`src/rtl/sphq_pkg.sv`:
```
// shared types and constants for the stable priority heap queue
package sphq_pkg;

    localparam int QUEUE_DEPTH = 16;
    localparam int ORDER_BITS  = 8;
    localparam int SLOT_BITS   = $clog2(QUEUE_DEPTH);
    localparam int COUNT_BITS  = $clog2(QUEUE_DEPTH + 1);
    localparam int TASK_IDS    = 16;
    localparam int TASK_BITS   = 4;
    localparam int PRIO_BITS   = 8;

    typedef enum logic [1:0] {
        CMD_INSERT = 2'd0,
        CMD_POP    = 2'd1,
        CMD_REMOVE = 2'd2,
        CMD_NOP    = 2'd3
    } t_cmd;

    typedef enum logic [1:0] {
        ST_OK         = 2'd0,
        ST_FULL       = 2'd1,
        ST_EMPTY      = 2'd2,
        ST_NOT_QUEUED = 2'd3
    } t_status;

    // one heap slot as stored in memory
    typedef struct packed {
        logic [TASK_BITS-1:0]  task_id;
        logic [PRIO_BITS-1:0]  prio;
        logic [ORDER_BITS-1:0] order;
    } t_entry;

    typedef enum logic [3:0] {
        S_IDLE,
        S_POS_RD,
        S_LAST_RD,
        S_PLACE,
        S_UP_RD,
        S_UP_CMP,
        S_DN_RDL,
        S_DN_RDR,
        S_DN_CMP,
        S_ROOT_RD,
        S_ROOT_WAIT,
        S_OUT
    } t_state;

    // true when entry a wins over entry b under the running minimum order m
    function automatic logic beats(input t_entry a, input t_entry b,
                                   input logic [ORDER_BITS-1:0] m);
        logic a_old;
        logic b_old;
        begin
            a_old = (a.order >= m);
            b_old = (b.order >= m);
            if (a.prio != b.prio) begin
                beats = (a.prio < b.prio);
            end else if (a_old != b_old) begin
                beats = a_old;
            end else begin
                beats = (a.order < b.order);
            end
        end
    endfunction

endpackage

```
`src/rtl/stable_priority_heap_queue.sv`:
```
// top level: heap priority queue with memory-held slots and a sift sequencer
//
//  channel | direction | signals
//  --------+-----------+----------------------------------------------------
//  input   | in        | i_valid, o_ready, i_command, i_task_id, i_priority_req
//  output  | out       | o_valid, i_ready, o_status, o_top_task, o_top_priority,
//          |           | o_queue_count, o_queue_empty
//
// one beat at a time: accepted only in idle, result held until taken
// a rejected, duplicate or unused command only reads the root; an insert sifts up;
// a pop moves the last entry to the root and sifts it down; a remove of the last
// slot just drops it, otherwise the last entry fills the hole and sifts up, or down
// if it does not move up
// the heap slots and the task position map are memories with registered read data
// reset clears the count, the order counters and the per-task queued flags;
// the memories need no clearing since every entry is written before read
// a stalled result stops the sequencer in its output state
module stable_priority_heap_queue (
    input  logic       i_clk,
    input  logic       i_rst_n,
    input  logic       i_valid,
    output logic       o_ready,
    input  logic [1:0] i_command,
    input  logic [3:0] i_task_id,
    input  logic [7:0] i_priority_req,
    output logic       o_valid,
    input  logic       i_ready,
    output logic [1:0] o_status,
    output logic [3:0] o_top_task,
    output logic [7:0] o_top_priority,
    output logic [4:0] o_queue_count,
    output logic       o_queue_empty
);

    localparam int SB = sphq_pkg::SLOT_BITS;
    localparam int CB = sphq_pkg::COUNT_BITS;
    localparam int OB = sphq_pkg::ORDER_BITS;

    // heap slot memory and task position memory
    sphq_pkg::t_entry       heap_mem [sphq_pkg::QUEUE_DEPTH];
    logic [SB-1:0]          pos_mem  [sphq_pkg::TASK_IDS];

    sphq_pkg::t_entry       r_rd_data;
    logic [SB-1:0]          r_pos_data;

    logic                   mem_rd_en;
    logic [SB-1:0]          mem_rd_addr;
    logic                   mem_wr_en;
    logic [SB-1:0]          mem_wr_addr;
    sphq_pkg::t_entry       mem_wr_data;
    logic                   pos_wr_en;
    logic [3:0]             pos_wr_addr;
    logic [SB-1:0]          pos_wr_data;

    always_ff @(posedge i_clk) begin
        if (mem_wr_en) begin
            heap_mem[mem_wr_addr] <= mem_wr_data;
        end
        if (mem_rd_en) begin
            r_rd_data <= heap_mem[mem_rd_addr];
        end
    end

    always_ff @(posedge i_clk) begin
        if (pos_wr_en) begin
            pos_mem[pos_wr_addr] <= pos_wr_data;
        end
        r_pos_data <= pos_mem[i_task_id];
    end

    // control and working registers
    sphq_pkg::t_state       r_state, n_state;
    logic [CB-1:0]          r_count, n_count;
    logic [OB-1:0]          r_next_order, n_next_order;
    logic [OB-1:0]          r_oldest, n_oldest;
    logic [15:0]            r_queued, n_queued;
    sphq_pkg::t_cmd         r_cmd, n_cmd;
    logic [3:0]             r_tid, n_tid;
    logic [7:0]             r_prio, n_prio;
    sphq_pkg::t_status      r_status, n_status;
    // the moving entry is held here, written only when it settles
    sphq_pkg::t_entry       r_cur, n_cur;
    logic [SB-1:0]          r_idx, n_idx;
    sphq_pkg::t_entry       r_left, n_left;
    logic                   r_up_done, n_up_done;
    sphq_pkg::t_entry       r_root, n_root;

    logic [SB-1:0]          parent_idx;
    logic [SB:0]            left_idx_w;
    logic [SB:0]            right_idx_w;
    logic                   left_ok;
    logic                   right_ok;
    logic [SB-1:0]          last_idx;

    assign parent_idx  = SB'((r_idx - 1'b1) >> 1);
    assign left_idx_w  = {r_idx, 1'b1};
    assign right_idx_w = (SB+1)'({r_idx, 1'b1}) + 1'b1;
    assign left_ok     = ({1'b0, left_idx_w} < (SB+2)'(r_count));
    assign right_ok    = ({1'b0, right_idx_w} < (SB+2)'(r_count));
    assign last_idx    = SB'(r_count - 1'b1);

    always_ff @(posedge i_clk) begin
        if (!i_rst_n) begin
            r_state      <= sphq_pkg::S_IDLE;
            r_count      <= '0;
            r_next_order <= '0;
            r_oldest     <= '0;
            r_queued     <= '0;
        end else begin
            r_state      <= n_state;
            r_count      <= n_count;
            r_next_order <= n_next_order;
            r_oldest     <= n_oldest;
            r_queued     <= n_queued;
        end
    end

    always_ff @(posedge i_clk) begin
        r_cmd       <= n_cmd;
        r_tid       <= n_tid;
        r_prio      <= n_prio;
        r_status    <= n_status;
        r_cur       <= n_cur;
        r_idx       <= n_idx;
        r_left      <= n_left;
        r_up_done   <= n_up_done;
        r_root      <= n_root;
    end

    // next state and datapath
    always_comb begin
        n_state      = r_state;
        n_count      = r_count;
        n_next_order = r_next_order;
        n_oldest     = r_oldest;
        n_queued     = r_queued;
        n_cmd        = r_cmd;
        n_tid        = r_tid;
        n_prio       = r_prio;
        n_status     = r_status;
        n_cur        = r_cur;
        n_idx        = r_idx;
        n_left       = r_left;
        n_up_done    = r_up_done;
        n_root       = r_root;
        mem_rd_en    = 1'b0;
        mem_rd_addr  = '0;
        mem_wr_en    = 1'b0;
        mem_wr_addr  = '0;
        mem_wr_data  = r_cur;
        pos_wr_en    = 1'b0;
        pos_wr_addr  = r_cur.task_id;
        pos_wr_data  = r_idx;
        unique case (r_state)
            sphq_pkg::S_IDLE: begin
                if (i_valid) begin
                    n_cmd    = sphq_pkg::t_cmd'(i_command);
                    n_tid    = i_task_id;
                    n_prio   = i_priority_req;
                    n_status = sphq_pkg::ST_OK;
                    // position map read happens in parallel for a remove
                    n_state  = sphq_pkg::S_POS_RD;
                end
            end
            sphq_pkg::S_POS_RD: begin
                n_state = sphq_pkg::S_ROOT_RD;
                unique case (r_cmd)
                    sphq_pkg::CMD_INSERT: begin
                        if (r_count >= CB'(sphq_pkg::QUEUE_DEPTH)) begin
                            n_status = sphq_pkg::ST_FULL;
                        end else if (!r_queued[r_tid]) begin
                            n_cur.task_id = r_tid;
                            n_cur.prio    = r_prio;
                            n_cur.order   = r_next_order;
                            n_next_order  = r_next_order + 1'b1;
                            n_queued[r_tid] = 1'b1;
                            n_idx     = SB'(r_count);
                            n_count   = r_count + 1'b1;
                            n_up_done = 1'b1;
                            n_state   = sphq_pkg::S_UP_RD;
                        end
                    end
                    sphq_pkg::CMD_POP: begin
                        if (r_count == '0) begin
                            n_status = sphq_pkg::ST_EMPTY;
                        end else begin
                            n_idx       = '0;
                            mem_rd_en   = 1'b1;
                            mem_rd_addr = '0;
                            n_state     = sphq_pkg::S_LAST_RD;
                        end
                    end
                    sphq_pkg::CMD_REMOVE: begin
                        if (!r_queued[r_tid] || r_count == '0 ||
                            CB'(r_pos_data) >= r_count) begin
                            n_status = sphq_pkg::ST_NOT_QUEUED;
                        end else begin
                            n_idx       = r_pos_data;
                            mem_rd_en   = 1'b1;
                            mem_rd_addr = r_pos_data;
                            n_state     = sphq_pkg::S_LAST_RD;
                        end
                    end
                    sphq_pkg::CMD_NOP: begin
                        n_status = sphq_pkg::ST_OK;
                    end
                endcase
            end
            sphq_pkg::S_LAST_RD: begin
                // r_rd_data is the leaving entry
                n_queued[r_rd_data.task_id] = 1'b0;
                if (r_cmd == sphq_pkg::CMD_POP && r_rd_data.order == r_oldest) begin
                    n_oldest = r_oldest + 1'b1;
                end
                n_count     = r_count - 1'b1;
                mem_rd_en   = 1'b1;
                mem_rd_addr = last_idx;
                n_state     = sphq_pkg::S_PLACE;
            end
            sphq_pkg::S_PLACE: begin
                // r_count is already the shrunken count
                n_cur = r_rd_data;
                if (CB'(r_idx) >= r_count) begin
                    n_state = sphq_pkg::S_ROOT_RD;
                end else begin
                    n_up_done = 1'b0;
                    n_state   = sphq_pkg::S_UP_RD;
                end
            end
            sphq_pkg::S_UP_RD: begin
                if (r_idx == '0) begin
                    n_state = r_up_done ? sphq_pkg::S_ROOT_RD : sphq_pkg::S_DN_RDL;
                    if (r_up_done) begin
                        mem_wr_en   = 1'b1;
                        mem_wr_addr = r_idx;
                        pos_wr_en   = 1'b1;
                    end
                end else begin
                    mem_rd_en   = 1'b1;
                    mem_rd_addr = parent_idx;
                    n_state     = sphq_pkg::S_UP_CMP;
                end
            end
            sphq_pkg::S_UP_CMP: begin
                if (sphq_pkg::beats(r_cur, r_rd_data, r_oldest)) begin
                    // parent moves down into the hole
                    mem_wr_en   = 1'b1;
                    mem_wr_addr = r_idx;
                    mem_wr_data = r_rd_data;
                    pos_wr_en   = 1'b1;
                    pos_wr_addr = r_rd_data.task_id;
                    pos_wr_data = r_idx;
                    n_idx       = parent_idx;
                    n_up_done   = 1'b1;
                    n_state     = sphq_pkg::S_UP_RD;
                end else if (r_up_done) begin
                    mem_wr_en   = 1'b1;
                    mem_wr_addr = r_idx;
                    pos_wr_en   = 1'b1;
                    n_state     = sphq_pkg::S_ROOT_RD;
                end else begin
                    n_state = sphq_pkg::S_DN_RDL;
                end
            end
            sphq_pkg::S_DN_RDL: begin
                if (!left_ok) begin
                    mem_wr_en   = 1'b1;
                    mem_wr_addr = r_idx;
                    pos_wr_en   = 1'b1;
                    n_state     = sphq_pkg::S_ROOT_RD;
                end else begin
                    mem_rd_en   = 1'b1;
                    mem_rd_addr = SB'(left_idx_w);
                    n_state     = sphq_pkg::S_DN_RDR;
                end
            end
            sphq_pkg::S_DN_RDR: begin
                n_left      = r_rd_data;
                mem_rd_en   = right_ok;
                mem_rd_addr = SB'(right_idx_w);
                n_state     = sphq_pkg::S_DN_CMP;
            end
            sphq_pkg::S_DN_CMP: begin
                priority if (right_ok && sphq_pkg::beats(r_rd_data, r_left, r_oldest)
                             && sphq_pkg::beats(r_rd_data, r_cur, r_oldest)) begin
                    mem_wr_en   = 1'b1;
                    mem_wr_addr = r_idx;
                    mem_wr_data = r_rd_data;
                    pos_wr_en   = 1'b1;
                    pos_wr_addr = r_rd_data.task_id;
                    n_idx       = SB'(right_idx_w);
                    n_state     = sphq_pkg::S_DN_RDL;
                end else if (sphq_pkg::beats(r_left, r_cur, r_oldest)) begin
                    mem_wr_en   = 1'b1;
                    mem_wr_addr = r_idx;
                    mem_wr_data = r_left;
                    pos_wr_en   = 1'b1;
                    pos_wr_addr = r_left.task_id;
                    n_idx       = SB'(left_idx_w);
                    n_state     = sphq_pkg::S_DN_RDL;
                end else begin
                    mem_wr_en   = 1'b1;
                    mem_wr_addr = r_idx;
                    pos_wr_en   = 1'b1;
                    n_state     = sphq_pkg::S_ROOT_RD;
                end
            end
            sphq_pkg::S_ROOT_RD: begin
                mem_rd_en   = 1'b1;
                mem_rd_addr = '0;
                n_state     = sphq_pkg::S_ROOT_WAIT;
            end
            sphq_pkg::S_ROOT_WAIT: begin
                n_root  = r_rd_data;
                n_state = sphq_pkg::S_OUT;
            end
            sphq_pkg::S_OUT: begin
                if (i_ready) begin
                    n_state = sphq_pkg::S_IDLE;
                end
            end
            default: n_state = sphq_pkg::S_IDLE;
        endcase
    end

    // outputs
    always_comb begin
        o_ready        = (r_state == sphq_pkg::S_IDLE);
        o_valid        = (r_state == sphq_pkg::S_OUT);
        o_status       = r_status;
        o_queue_count  = r_count;
        o_queue_empty  = (r_count == '0);
        o_top_task     = (r_count == '0) ? '0 : r_root.task_id;
        o_top_priority = (r_count == '0) ? '0 : r_root.prio;
    end

    // assertions
    a_count_range: assert property (@(posedge i_clk) disable iff (!i_rst_n)
        r_count <= CB'(sphq_pkg::QUEUE_DEPTH))
        else $error("count beyond depth");
    a_queued_count: assert property (@(posedge i_clk) disable iff (!i_rst_n)
        (r_state == sphq_pkg::S_IDLE) |-> ($countones(r_queued) == 32'(r_count)))
        else $error("queued flags disagree with count");
    a_empty_flag: assert property (@(posedge i_clk) disable iff (!i_rst_n)
        o_valid |-> (o_queue_empty == (o_queue_count == '0)))
        else $error("empty flag mismatch");
    a_hold_out: assert property (@(posedge i_clk) disable iff (!i_rst_n)
        (o_valid && !i_ready) |=> (o_valid && $stable(o_status)))
        else $error("result dropped while stalled");

endmodule

```
`config.mk`:
```
export PLATFORM = sky130hd
export DESIGN_NAME = stable_priority_heap_queue
export DESIGN_NICKNAME = d
export VERILOG_FILES = /design/src/rtl/sphq_pkg.sv /design/src/rtl/stable_priority_heap_queue.sv
export SDC_FILE = /design/constraint.sdc
export NUM_CORES = 1
export LEC_CHECK = 0
export BUFFER_PORTS_ARGS = -buffer_cell sky130_fd_sc_hd__buf_2
export CORE_MARGIN = 3
export CORE_UTILIZATION = 35
export DETAILED_ROUTE_END_ITERATION = 10
export PLACE_DENSITY = 0.6
export SETUP_SLACK_MARGIN = 0.02
export SLEW_MARGIN = 20
export SYNTH_ARGS = -nofsm -noshare
export SYNTH_HDL_FRONTEND = slang
export SYNTH_SLANG_ARGS = --single-unit
```
`constraint.sdc`:
```
create_clock -name i_clk -period 11.9 [get_ports i_clk]
set_input_delay 0 -clock i_clk [delete_from_list [all_inputs] [get_ports i_clk]]
set_output_delay 0 -clock i_clk [all_outputs]
set_load 0.1 [all_outputs]
```
# Word level (Yosys, flattened, before mapping)
# Memory sizes are Yosys's and may differ from the RTL's. A register that Yosys moved wholly into a read port is not among the register bits.
# Index checks and enable logic that the tools add are counted.
[totals] regBits=114 mem_bits_rw=384 n_memories=2
[memory_table] memory="heap_mem" words=16 word_bits=20 read_ports=1 rd_ports_with_merged_regs=1 wr=1 line="stable_priority_heap_queue.sv:40" text="sphq_pkg::t_entry heap_mem [sphq_pkg::QUEUE_DEPTH];"
[memory_table] memory="pos_mem" words=16 word_bits=4 read_ports=1 rd_ports_with_merged_regs=1 wr=1 line="stable_priority_heap_queue.sv:41" text="logic [SB-1:0] pos_mem [sphq_pkg::TASK_IDS];"
[classes] add_sub_neg=6 magnitude_cmp=20 eq_ne=39 n_mux=100 bitwise_logic=5 reduce_logical=27
[op_table] operator="$mux W4" n=31
[op_table] operator="$mux W20" n=6
[op_table] operator="$pmux W20 S2" n=2
[op_table] operator="$lt A8 B8 Y1" n=8
[op_table] operator="$mux W16" n=3
[op_table] operator="$pmux W4 S12" n=1
[op_table] operator="$pmux W4 S3" n=3
[op_table] operator="$ne A8 B8 Y1" n=4
[op_table] operator="$pmux W16 S2" n=1
[op_table] operator="$mux W1" n=31
[op_table] operator="$ge A8 B8 Y1" n=3
[op_table] operator="$ne A3 B3 Y1 const B" n=8
[op_table] operator="$pmux W4 S5" n=1
[op_table] operator="$add A8 B1 Y8 const B" n=2
[op_table] operator="$and A16 B16 Y16" n=1
[op_table] operator="$eq A4 B3 Y1 const B" n=4
[op_table] operator="$eq A4 B4 Y1 const B" n=4
[op_table] operator="$not A16 Y16" n=1
[op_table] operator="$or A16 B16 Y16" n=1
[op_table] operator="$pmux W4 S4" n=1
[op_table] operator="$mux W5" n=3
[op_table] operator="$reduce_and A4 Y1" n=3
[op_table] operator="$add A5 B1 Y5 const B" n=2
[op_table] operator="$ge A4 B5 Y1" n=2
[op_table] operator="42 further kinds" n=71

# Depth between registers and ports, before layout
# Gate-level depths: netlist of the first run.
[logic_depth] depth_word=12 mapped_depth=14

# Worst setup path after synthesis of the first run
# Ideal clock, no wire load.
[synth_path] path_type="register -> register" from="register r_count[2], in the netlist o_queue_count[2]" to="memory heap_mem[0][0] in the netlist's numbering, enable pin" t_arrival_ns=4.777 slack_ns=6.675 path_stages_with_launch=12 path_cell_list="dfxtp_1 > clkbuf_1 > inv_1 > ha_1 > nor2b_1 > o21a_1 > o21ai_0 > nand2_1 > a21oi_1 > o21ai_0 > o21a_1 > nor4_1"
[synth_between] elab_chain_len=5 word_cells_on_any_way=7 classes_between="order compare (1); mux (6)"
[synth_lines] element="start, declared" line="stable_priority_heap_queue.sv:73" text="logic [CB-1:0] r_count, n_count;"
[synth_lines] element="start signal, assigned" line="stable_priority_heap_queue.sv:111" text="r_count <= n_count;"
[synth_lines] element="$lt A5 B5 Y1 *" line="stable_priority_heap_queue.sv:98" text="assign left_ok = ({1'b0, left_idx_w} < (SB+2)'(r_count));"
[synth_lines] element="$mux W1" line="stable_priority_heap_queue.sv:266" text="if (!left_ok) begin"
[synth_lines] element="$pmux W1 S4" line="stable_priority_heap_queue.sv:154" text="unique case (r_state)"
[synth_lines] element="$mux W1" line="stable_priority_heap_queue.sv:56" text="if (mem_wr_en) begin"
[synth_lines] element="$mux W1 (implied by the code)" line="stable_priority_heap_queue.sv:57" text="heap_mem[mem_wr_addr] <= mem_wr_data;"
[synth_lines] element="end, declared" line="stable_priority_heap_queue.sv:40"
# Every way passes the cells marked *; elsewhere a longest branch is shown, timed or not.

# Worst setup path after layout of the first run
[layout_path] from="register r_idx[0]" to="memory pos_mem[8][3] in the netlist's numbering, enable pin"
[layout_between] elab_chain_len=6 word_cells_on_any_way=13 classes_between="add/sub (1); order compare (2); mux (7); reduce/logical (3)"
[layout_lines] element="start, declared" line="stable_priority_heap_queue.sv:83" text="logic [SB-1:0] r_idx, n_idx;"
[layout_lines] element="start signal, assigned" line="stable_priority_heap_queue.sv:124" text="r_idx <= n_idx;"
[layout_lines] element="$add A5 B1 Y5" line="stable_priority_heap_queue.sv:97" text="assign right_idx_w = (SB+1)'({r_idx, 1'b1}) + 1'b1;"
[layout_lines] element="$lt A5 B5 Y1" line="stable_priority_heap_queue.sv:99" text="assign right_ok = ({1'b0, right_idx_w} < (SB+2)'(r_count));"
[layout_lines] element="$logic_and A1 B1 Y1" line="stable_priority_heap_queue.sv:284" text="priority if (right_ok && sphq_pkg::beats(r_rd_data, r_left, r_oldest)"
[layout_lines] element="$logic_and A1 B1 Y1" line="stable_priority_heap_queue.sv:285" text="&& sphq_pkg::beats(r_rd_data, r_cur, r_oldest)) begin"
[layout_lines] element="$mux W4" line="stable_priority_heap_queue.sv:284"
[layout_lines] element="$pmux W4 S2" line="stable_priority_heap_queue.sv:154"
[layout_lines] element="end, declared" line="stable_priority_heap_queue.sv:41"
# Several ways; a longest one is shown, not always the timed one.

==> impl_metrics.env, run 1 <==
export IMPL_status="completed"
export IMPL_fmax_ghz=0.1697
export IMPL_power_frac_seq_pct=41.9
export IMPL_tns_ps=0
export IMPL_rsz0062_at_grt="no"
export IMPL_synth_area_um2=23480
export IMPL_grt_total_usage_pct=16.59
export IMPL_dp_hpwl_mm=35.95
export IMPL_dp_slack_ps=6055
export IMPL_yosys_warnings=0
export IMPL_vias_per_cell=5.481
export IMPL_ys_types=76
export IMPL_setup_viol=0
export IMPL_grt_pass1_vias=14140
export IMPL_cp_end_kind="flip-flop"
export IMPL_cts_sinks=522
export IMPL_powerDensity_nw_per_um2=232.7
export IMPL_power_switching_mw=2.262
export IMPL_seqCellArea_um2=15220
export IMPL_rows=94
export IMPL_slowest_stage="edfxtp_1"
export IMPL_dieArea_um2=70230
export IMPL_grtUsageMet1_pct=21.94
export IMPL_diodes=0
export IMPL_synth_edf_count=477
export IMPL_fin_nets=1820
export IMPL_peakVddDrop_v=0.0001432
export IMPL_htree_levels=2
export IMPL_top_usage_layer="met2"
export IMPL_cts_tree="built"
export IMPL_core_area_um2=66100
export IMPL_slew_headroom_pct=30.63
export IMPL_drv_slew=0
export IMPL_cap_violations=0
export IMPL_grt_max_degree=56
export IMPL_cts_buffer_depth=3
export IMPL_worstSetupPathType="reg2reg"
export IMPL_holdBufCountCts=18
export IMPL_clk_pin_slew_ps=60
export IMPL_path_buf_inv=2
export IMPL_ys_ff_latch=522
export IMPL_clock_power_share_pct=26.9
export IMPL_drtIter0Drc=1563
export IMPL_gr_total_overflow=0
export IMPL_sw_frac_of_total_pct=36.40
export IMPL_hold_slack_ps=106.6
export IMPL_cp_cell_sequence="inv_1, ha_1, ha_1, a21oi_1, o21a_1, o211a_1, o21ai_1, a221o_1, a221oi_4, inv_2, nor4_1"
export IMPL_antenna_found_initial=0
export IMPL_seq_area_frac_synth_pct=64.84
export IMPL_multi_input_area_um2=7675
export IMPL_layout_drive_gt1_share_pct=12.76
export IMPL_fin_crit_sh_pct=49.51
export IMPL_cts_setup_buffers=0
export IMPL_worstPathRequired_ps=12140
export IMPL_cts_buffers=55
export IMPL_start_util_pct=35.52
export IMPL_ant_nets=0
export IMPL_final_instance_count_excl_fill=2612
export IMPL_area_growth_pct=13.72
export IMPL_path_delay_family="compound AO/OA/AOI/OAI gates"
export IMPL_place_area_um2=24730
export IMPL_syn_nets=1748
export IMPL_async_reset_ff_share_pct=0
export IMPL_clock_root_buffer="clkbuf_16"
export IMPL_setup_slack_ps=6008
export IMPL_hold_violations=0
export IMPL_drcViolationCount=0
export IMPL_design_area_um2=26700
export IMPL_synth_cells=1633
export IMPL_fill_cells=6059
export IMPL_ios=40
export IMPL_drt_wirelength_per_cell_um=22.57
export IMPL_arrival_ps=6140
export IMPL_cp_max_fo=28
export IMPL_worst_pin_slew_ps=1040
export IMPL_hold_path_class="in2reg"
export IMPL_first_pass_iters=6
export IMPL_vias=14320
export IMPL_slowest_delay_ps=1030
export IMPL_die_w_um=265
export IMPL_gp_congestion=0.9067
export IMPL_use_met2_pct=27.66
export IMPL_cts_resized=0
export IMPL_grt_pass1_wl_mm=88.07
export IMPL_skew_ps=17.93
export IMPL_p_leak_nw=9.817
export IMPL_critPathLaunchType="flip-flop"
export IMPL_cp_common_cell="ha_1"
export IMPL_syn_avg_cell_area_um2=14.38
export IMPL_die_y_um=265
export IMPL_met3_usage_pct=3.323
export IMPL_dpl_cell_count=2493
export IMPL_clk_latency_ps=620
export IMPL_wl_mm=58.96
export IMPL_combPwrFrac_pct=31.2
export IMPL_p_int_mw=3.952
export IMPL_min_period_ps=5892
export IMPL_synth_flop_cell="edfxtp_1"
export IMPL_numPortBuffers=39
cell type report:
| type | count | area share (%) |
|---|---|---|
| multi-input combinational | 952 | 28.74 |
| clock buffer | 70 | 5.525 |
| sequential | 522 | 57.02 |
| timing repair buffer | 90 | 2.334 |
| inverter | 84 | 1.200 |
| tap | 864 | 4.049 |
| clock inverter | 30 | 1.129 |
logic make-up (layout without fill, tap and decap cells):
family / count (synthesis) / after routing / synth area share, %
fa+ha+maj: 97 / 97 / 5.169
simple gates: 344 / 344 / 7.738
flops: 522 / 522 / 64.84
compound gates: 300 / 300 / 9.097
buf+inv: 159 / 274 / 2.958
mux: 186 / 186 / 9.262
xor+xnor: 25 / 25 / 0.9326
per-layer routing:
| metal | routed length (um) | vias up |
|---|---|---|
| li1 | - | 6532 |
| met1 | 25110 | 7215 |
| met2 | 28450 | 469 |
| met3 | 3851 | 100 |
| met4 | 1549 | 0 |
| met5 | 0 | - |
power by group through the flow:
| stage | registers (mW) | clock network (mW) | logic [mW] |
|---|---|---|---|
| 2_1_floorplan | 2.56 | 0 | 1.38 |
| 5_1_grt | 2.62 | 1.79 | 2.10 |
| 3_3_place_gp | 2.63 | 0 | 1.88 |
| 4_1_cts | 2.60 | 1.71 | 1.93 |
| 3_5_place_dp | 2.64 | 0 | 1.92 |
| 6_report | 2.60 | 1.67 | 1.94 |
synthesized netlist by cell type, drive strengths merged (20+ instances only):
library cell	number	area, um2
clkbuf	35	138.9
nor4	28	175.2
o22ai	85	531.8
nand3	30	150.1
dfxtp	45	900.9
nor2b	27	168.9
a21oi	51	255.2
mux2i	161	1612
inv	82	312.8
edfxtp	477	14320
mux4	25	563.0
and2	23	143.9
nand2	101	379.1
or4	20	150.1
o21ai	46	241.5
nor2	34	127.6
buf	40	235.2
ha	97	1214
state kept, by name, summed over array words and instances (netlist names), 5 cells and up:
signal and count:
heap_mem 320, pos_mem 64, r_cur 20, r_left 20
r_rd_data 20, r_queued 16, r_root 12, r_next_order 8
r_oldest 8, r_prio 8, o_queue_count 5
placed cells by master (no fill, tap or decap), types with 12 or more instances in the layout:
cell	n
ha_1	97
a222oi_1	16
or4_1	20
dlygate4sd3_1	18
a21o_1	12
edfxtp_1	477
or3_1	14
dfxtp_1	45
clkbuf_1	13
clkbuf_16	57
o21ai_0	43
inv_1	79
a21oi_1	51
nand2_1	101
nor4_1	19
mux4_2	25
o21a_1	17
mux2i_1	161
o22ai_1	85
nand3_1	29
nor3_1	15
and2_1	23
nor2b_1	27
buf_2	39
nand4_1	15
xnor2_1	19
buf_4	33
nor2_1	28
path summary, 6_finish.rpt:
path                          start            end  slack (ps)  cells past startpoint
setup / recovery           r_idx[0]  pos_mem[8][3]        6010                     11
hold / removal    i_priority_req[3]      r_prio[3]         110                      2
setup reg to reg           r_idx[0]  pos_mem[8][3]        6010                     11
hold reg to reg         r_queued[7]    r_queued[7]         480                      2
stage by stage:
| step | total power, mW | util [%] |
|---|---|---|
| after floorplan | 3.937 | - |
| after global placement | 4.513 | 37.41 |
| after detailed placement | 4.552 | 37.41 |
| after CTS | 6.240 | 40.37 |
| after global routing | 6.513 | 40.40 |
| final | 6.214 | 40.40 |
Power figures use the tool's default switching activity.
==> run 2: changes to the inputs <==
Settings changed: ABC_AREA set to 1, PLACE_DENSITY 0.6 to 0.62.
Clock period 11.9 ns to 5.2 ns, I/O delays scaled along.
==> impl_metrics.env, run 2 <==
export IMPL_status="completed"
export IMPL_clock_root_buffer="clkbuf_16"
export IMPL_yosys_cell_count_top_type="nand2_1"
export IMPL_p_leak_nw=11.99
export IMPL_setup_viol=0
export IMPL_final_cell_mix="nand2_1, edfxtp_1, inv_1"
export IMPL_cts_sinks=522
export IMPL_antenna_found_initial=0
export IMPL_drcViolationCount=0
export IMPL_yosys_area_top_type="edfxtp_1"
export IMPL_cp_max_fo=64
export IMPL_vias_per_cell=5.058
export IMPL_path_delay_family="buffers and inverters"
export IMPL_fmax_ghz=0.2228
export IMPL_grt_pass1_vias=17790
export IMPL_cp_end_kind="flip-flop"
export IMPL_dp_hpwl_mm=44.03
export IMPL_min_period_ps=4487
export IMPL_arrival_ps=4840
export IMPL_slowest_delay_ps=780
export IMPL_wl_mm=69.48
export IMPL_grt_pass1_wl_mm=106.5
export IMPL_seq_area_frac_synth_pct=59.35
export IMPL_slew_headroom_pct=31.10
export IMPL_synth_edf_count=477
export IMPL_async_reset_ff_share_pct=0
export IMPL_powerDensity_nw_per_um2=587.0
export IMPL_start_util_pct=35.58
export IMPL_drt_wirelength_per_cell_um=18.74
export IMPL_worst_pin_slew_ps=1031
export IMPL_gp_congestion=0.9364
export IMPL_cts_buffers=56
export IMPL_clk_pin_slew_ps=60
export IMPL_fin_nets=2826
export IMPL_design_area_um2=29230
export IMPL_power_frac_seq_pct=36.0
export IMPL_clk_latency_ps=620
export IMPL_area_growth_pct=13.95
export IMPL_fin_crit_sh_pct=86.29
export IMPL_largest_register="heap_mem"
export IMPL_die_y_um=276.7
export IMPL_die_w_um=276.7
export IMPL_syn_nets=2745
export IMPL_cts_resized=0
export IMPL_hold_path_class="in2reg"
export IMPL_worstSetupPathType="reg2reg"
export IMPL_synth_top_area_share_pct=55.84
export IMPL_largest_register_ffs=320
export IMPL_hold_violations=0
export IMPL_core_area_um2=72100
export IMPL_power_switching_mw=7.329
export IMPL_first_pass_iters=5
export IMPL_hold_slack_ps=96.87
export IMPL_rows=98
export IMPL_ios=40
export IMPL_grt_max_degree=161
export IMPL_synth_area_um2=25650
export IMPL_ys_ff_latch=522
export IMPL_ys_types=45
export IMPL_worstPathRequired_ps=5550
export IMPL_cts_buffer_depth=3
export IMPL_critPathLaunchType="flip-flop"
export IMPL_path_buf_inv=3
export IMPL_reg_top3="heap_mem (320), pos_mem (64)"
export IMPL_tns_ps=0
export IMPL_diodes=0
export IMPL_gr_total_overflow=0
export IMPL_ant_nets=0
export IMPL_syn_avg_cell_area_um2=9.754
export IMPL_peakVddDrop_v=0.0008791
export IMPL_drtIter0Drc=1648
export IMPL_mostFrequentLayoutCell="nand2_1"
export IMPL_cp_cell_sequence="ha_1, a21o_1, a31oi_1, nand2_1, inv_1, nor2_4, buf_4, buf_4, nand3_1, nand3_1, nand3_1, nand3_1, nand2_1"
export IMPL_htree_levels=2
export IMPL_cap_violations=0
export IMPL_p_int_mw=9.831
export IMPL_synth_flop_cell="edfxtp_1"
export IMPL_yosys_warnings=0
export IMPL_sw_frac_of_total_pct=42.71
export IMPL_vias=18750
export IMPL_skew_ps=25.83
export IMPL_cp_common_cell="nand3_1"
export IMPL_synthTopCellsByCount="nand2_1, edfxtp_1, inv_1"
export IMPL_dieArea_um2=76580
export IMPL_numPortBuffers=39
export IMPL_synth_cells=2630
export IMPL_synthTopCellsByArea="edfxtp_1, nand3_1, nand2_1, inv_1, ha_1"
export IMPL_place_area_um2=27270
export IMPL_layout_drive_gt1_share_pct=8.560
export IMPL_cts_tree="built"
export IMPL_drv_slew=0
export IMPL_rsz0062_at_grt="no"
export IMPL_clock_power_share_pct=23.1
export IMPL_combPwrFrac_pct=41.0
export IMPL_grt_total_usage_pct=17.76
export IMPL_slowest_stage="nor2_4"
[run 2: final timing paths]
kind | to | cells past startpoint | slack [ps] | startpoint
setup / recovery | r_rd_data[8] | 13 | 710 | r_idx[3]
hold / removal | r_prio[1] | 2 | 100 | i_priority_req[1]
setup reg to reg | r_rd_data[8] | 13 | 710 | r_idx[3]
hold reg to reg | r_next_order[7] | 2 | 470 | r_next_order[7]
[run 2: logic make-up after synthesis]
kind of cell / share of synthesized area, %
AO/OA/AOI/OAI: 5.843
XOR/XNOR: 0.1366
adder cells (fa/ha/maj): 4.731
buffers and inverters: 8.496
flip-flops: 59.35
multiplexers: 0.6243
AND/OR/NAND/NOR: 20.82
[run 2: routing by layer]
| layer | vias to the layer above | global-route usage [%] | part of all wire, % |
|---|---|---|---|
| li1 | 9069 | - | - |
| met1 | 8915 | 25.12 | 45 |
| met5 | - | 0 | 0 |
| met2 | 639 | 27.42 | 44 |
| met3 | 127 | 3.347 | 7.7 |
| met4 | 0 | 5.994 | 3.1 |
[run 2: final cells by class]
type,instances,area (um2)
inverters,451,1693
flip-flops and latches,522,15220
clock buffers,73,1516
repair buffers,131,975.9
multi-input cells,1549,8348
well taps,950,1189
clock inverters,31,286.5
fillers,7057,42870
[run 2: stage by stage]
step	std cells	utilization, %	setup slack, ps	power [mW]
floorplan	2630	-	874.5	10.84
global placement	3587	37.81	837.1	13.16
detailed placement	3587	37.82	773.6	13.23
CTS	3707	40.54	774.2	17.23
global route	3707	40.55	436.3	18.16
finish	3707	40.55	712.7	17.16
[run 2: what timing repair did]
| action | CTS | global route |
|---|---|---|
| setup endpoints to repair | 0 | 0 |
| hold buffers | 16 | 0 |
| buffers inserted | 0 | 0 |
| endpoints found under the hold margin | 58 | 0 |
[run 2: power groups by stage]
stage	Sequential [mW]	Clock (mW)	Combinational, mW
2_1_floorplan	6.22	0	4.62
3_3_place_gp	6.24	0	6.92
3_5_place_dp	6.25	0	6.99
4_1_cts	6.16	4.05	7.02
5_1_grt	6.21	4.21	7.74
6_report	6.17	3.96	7.03
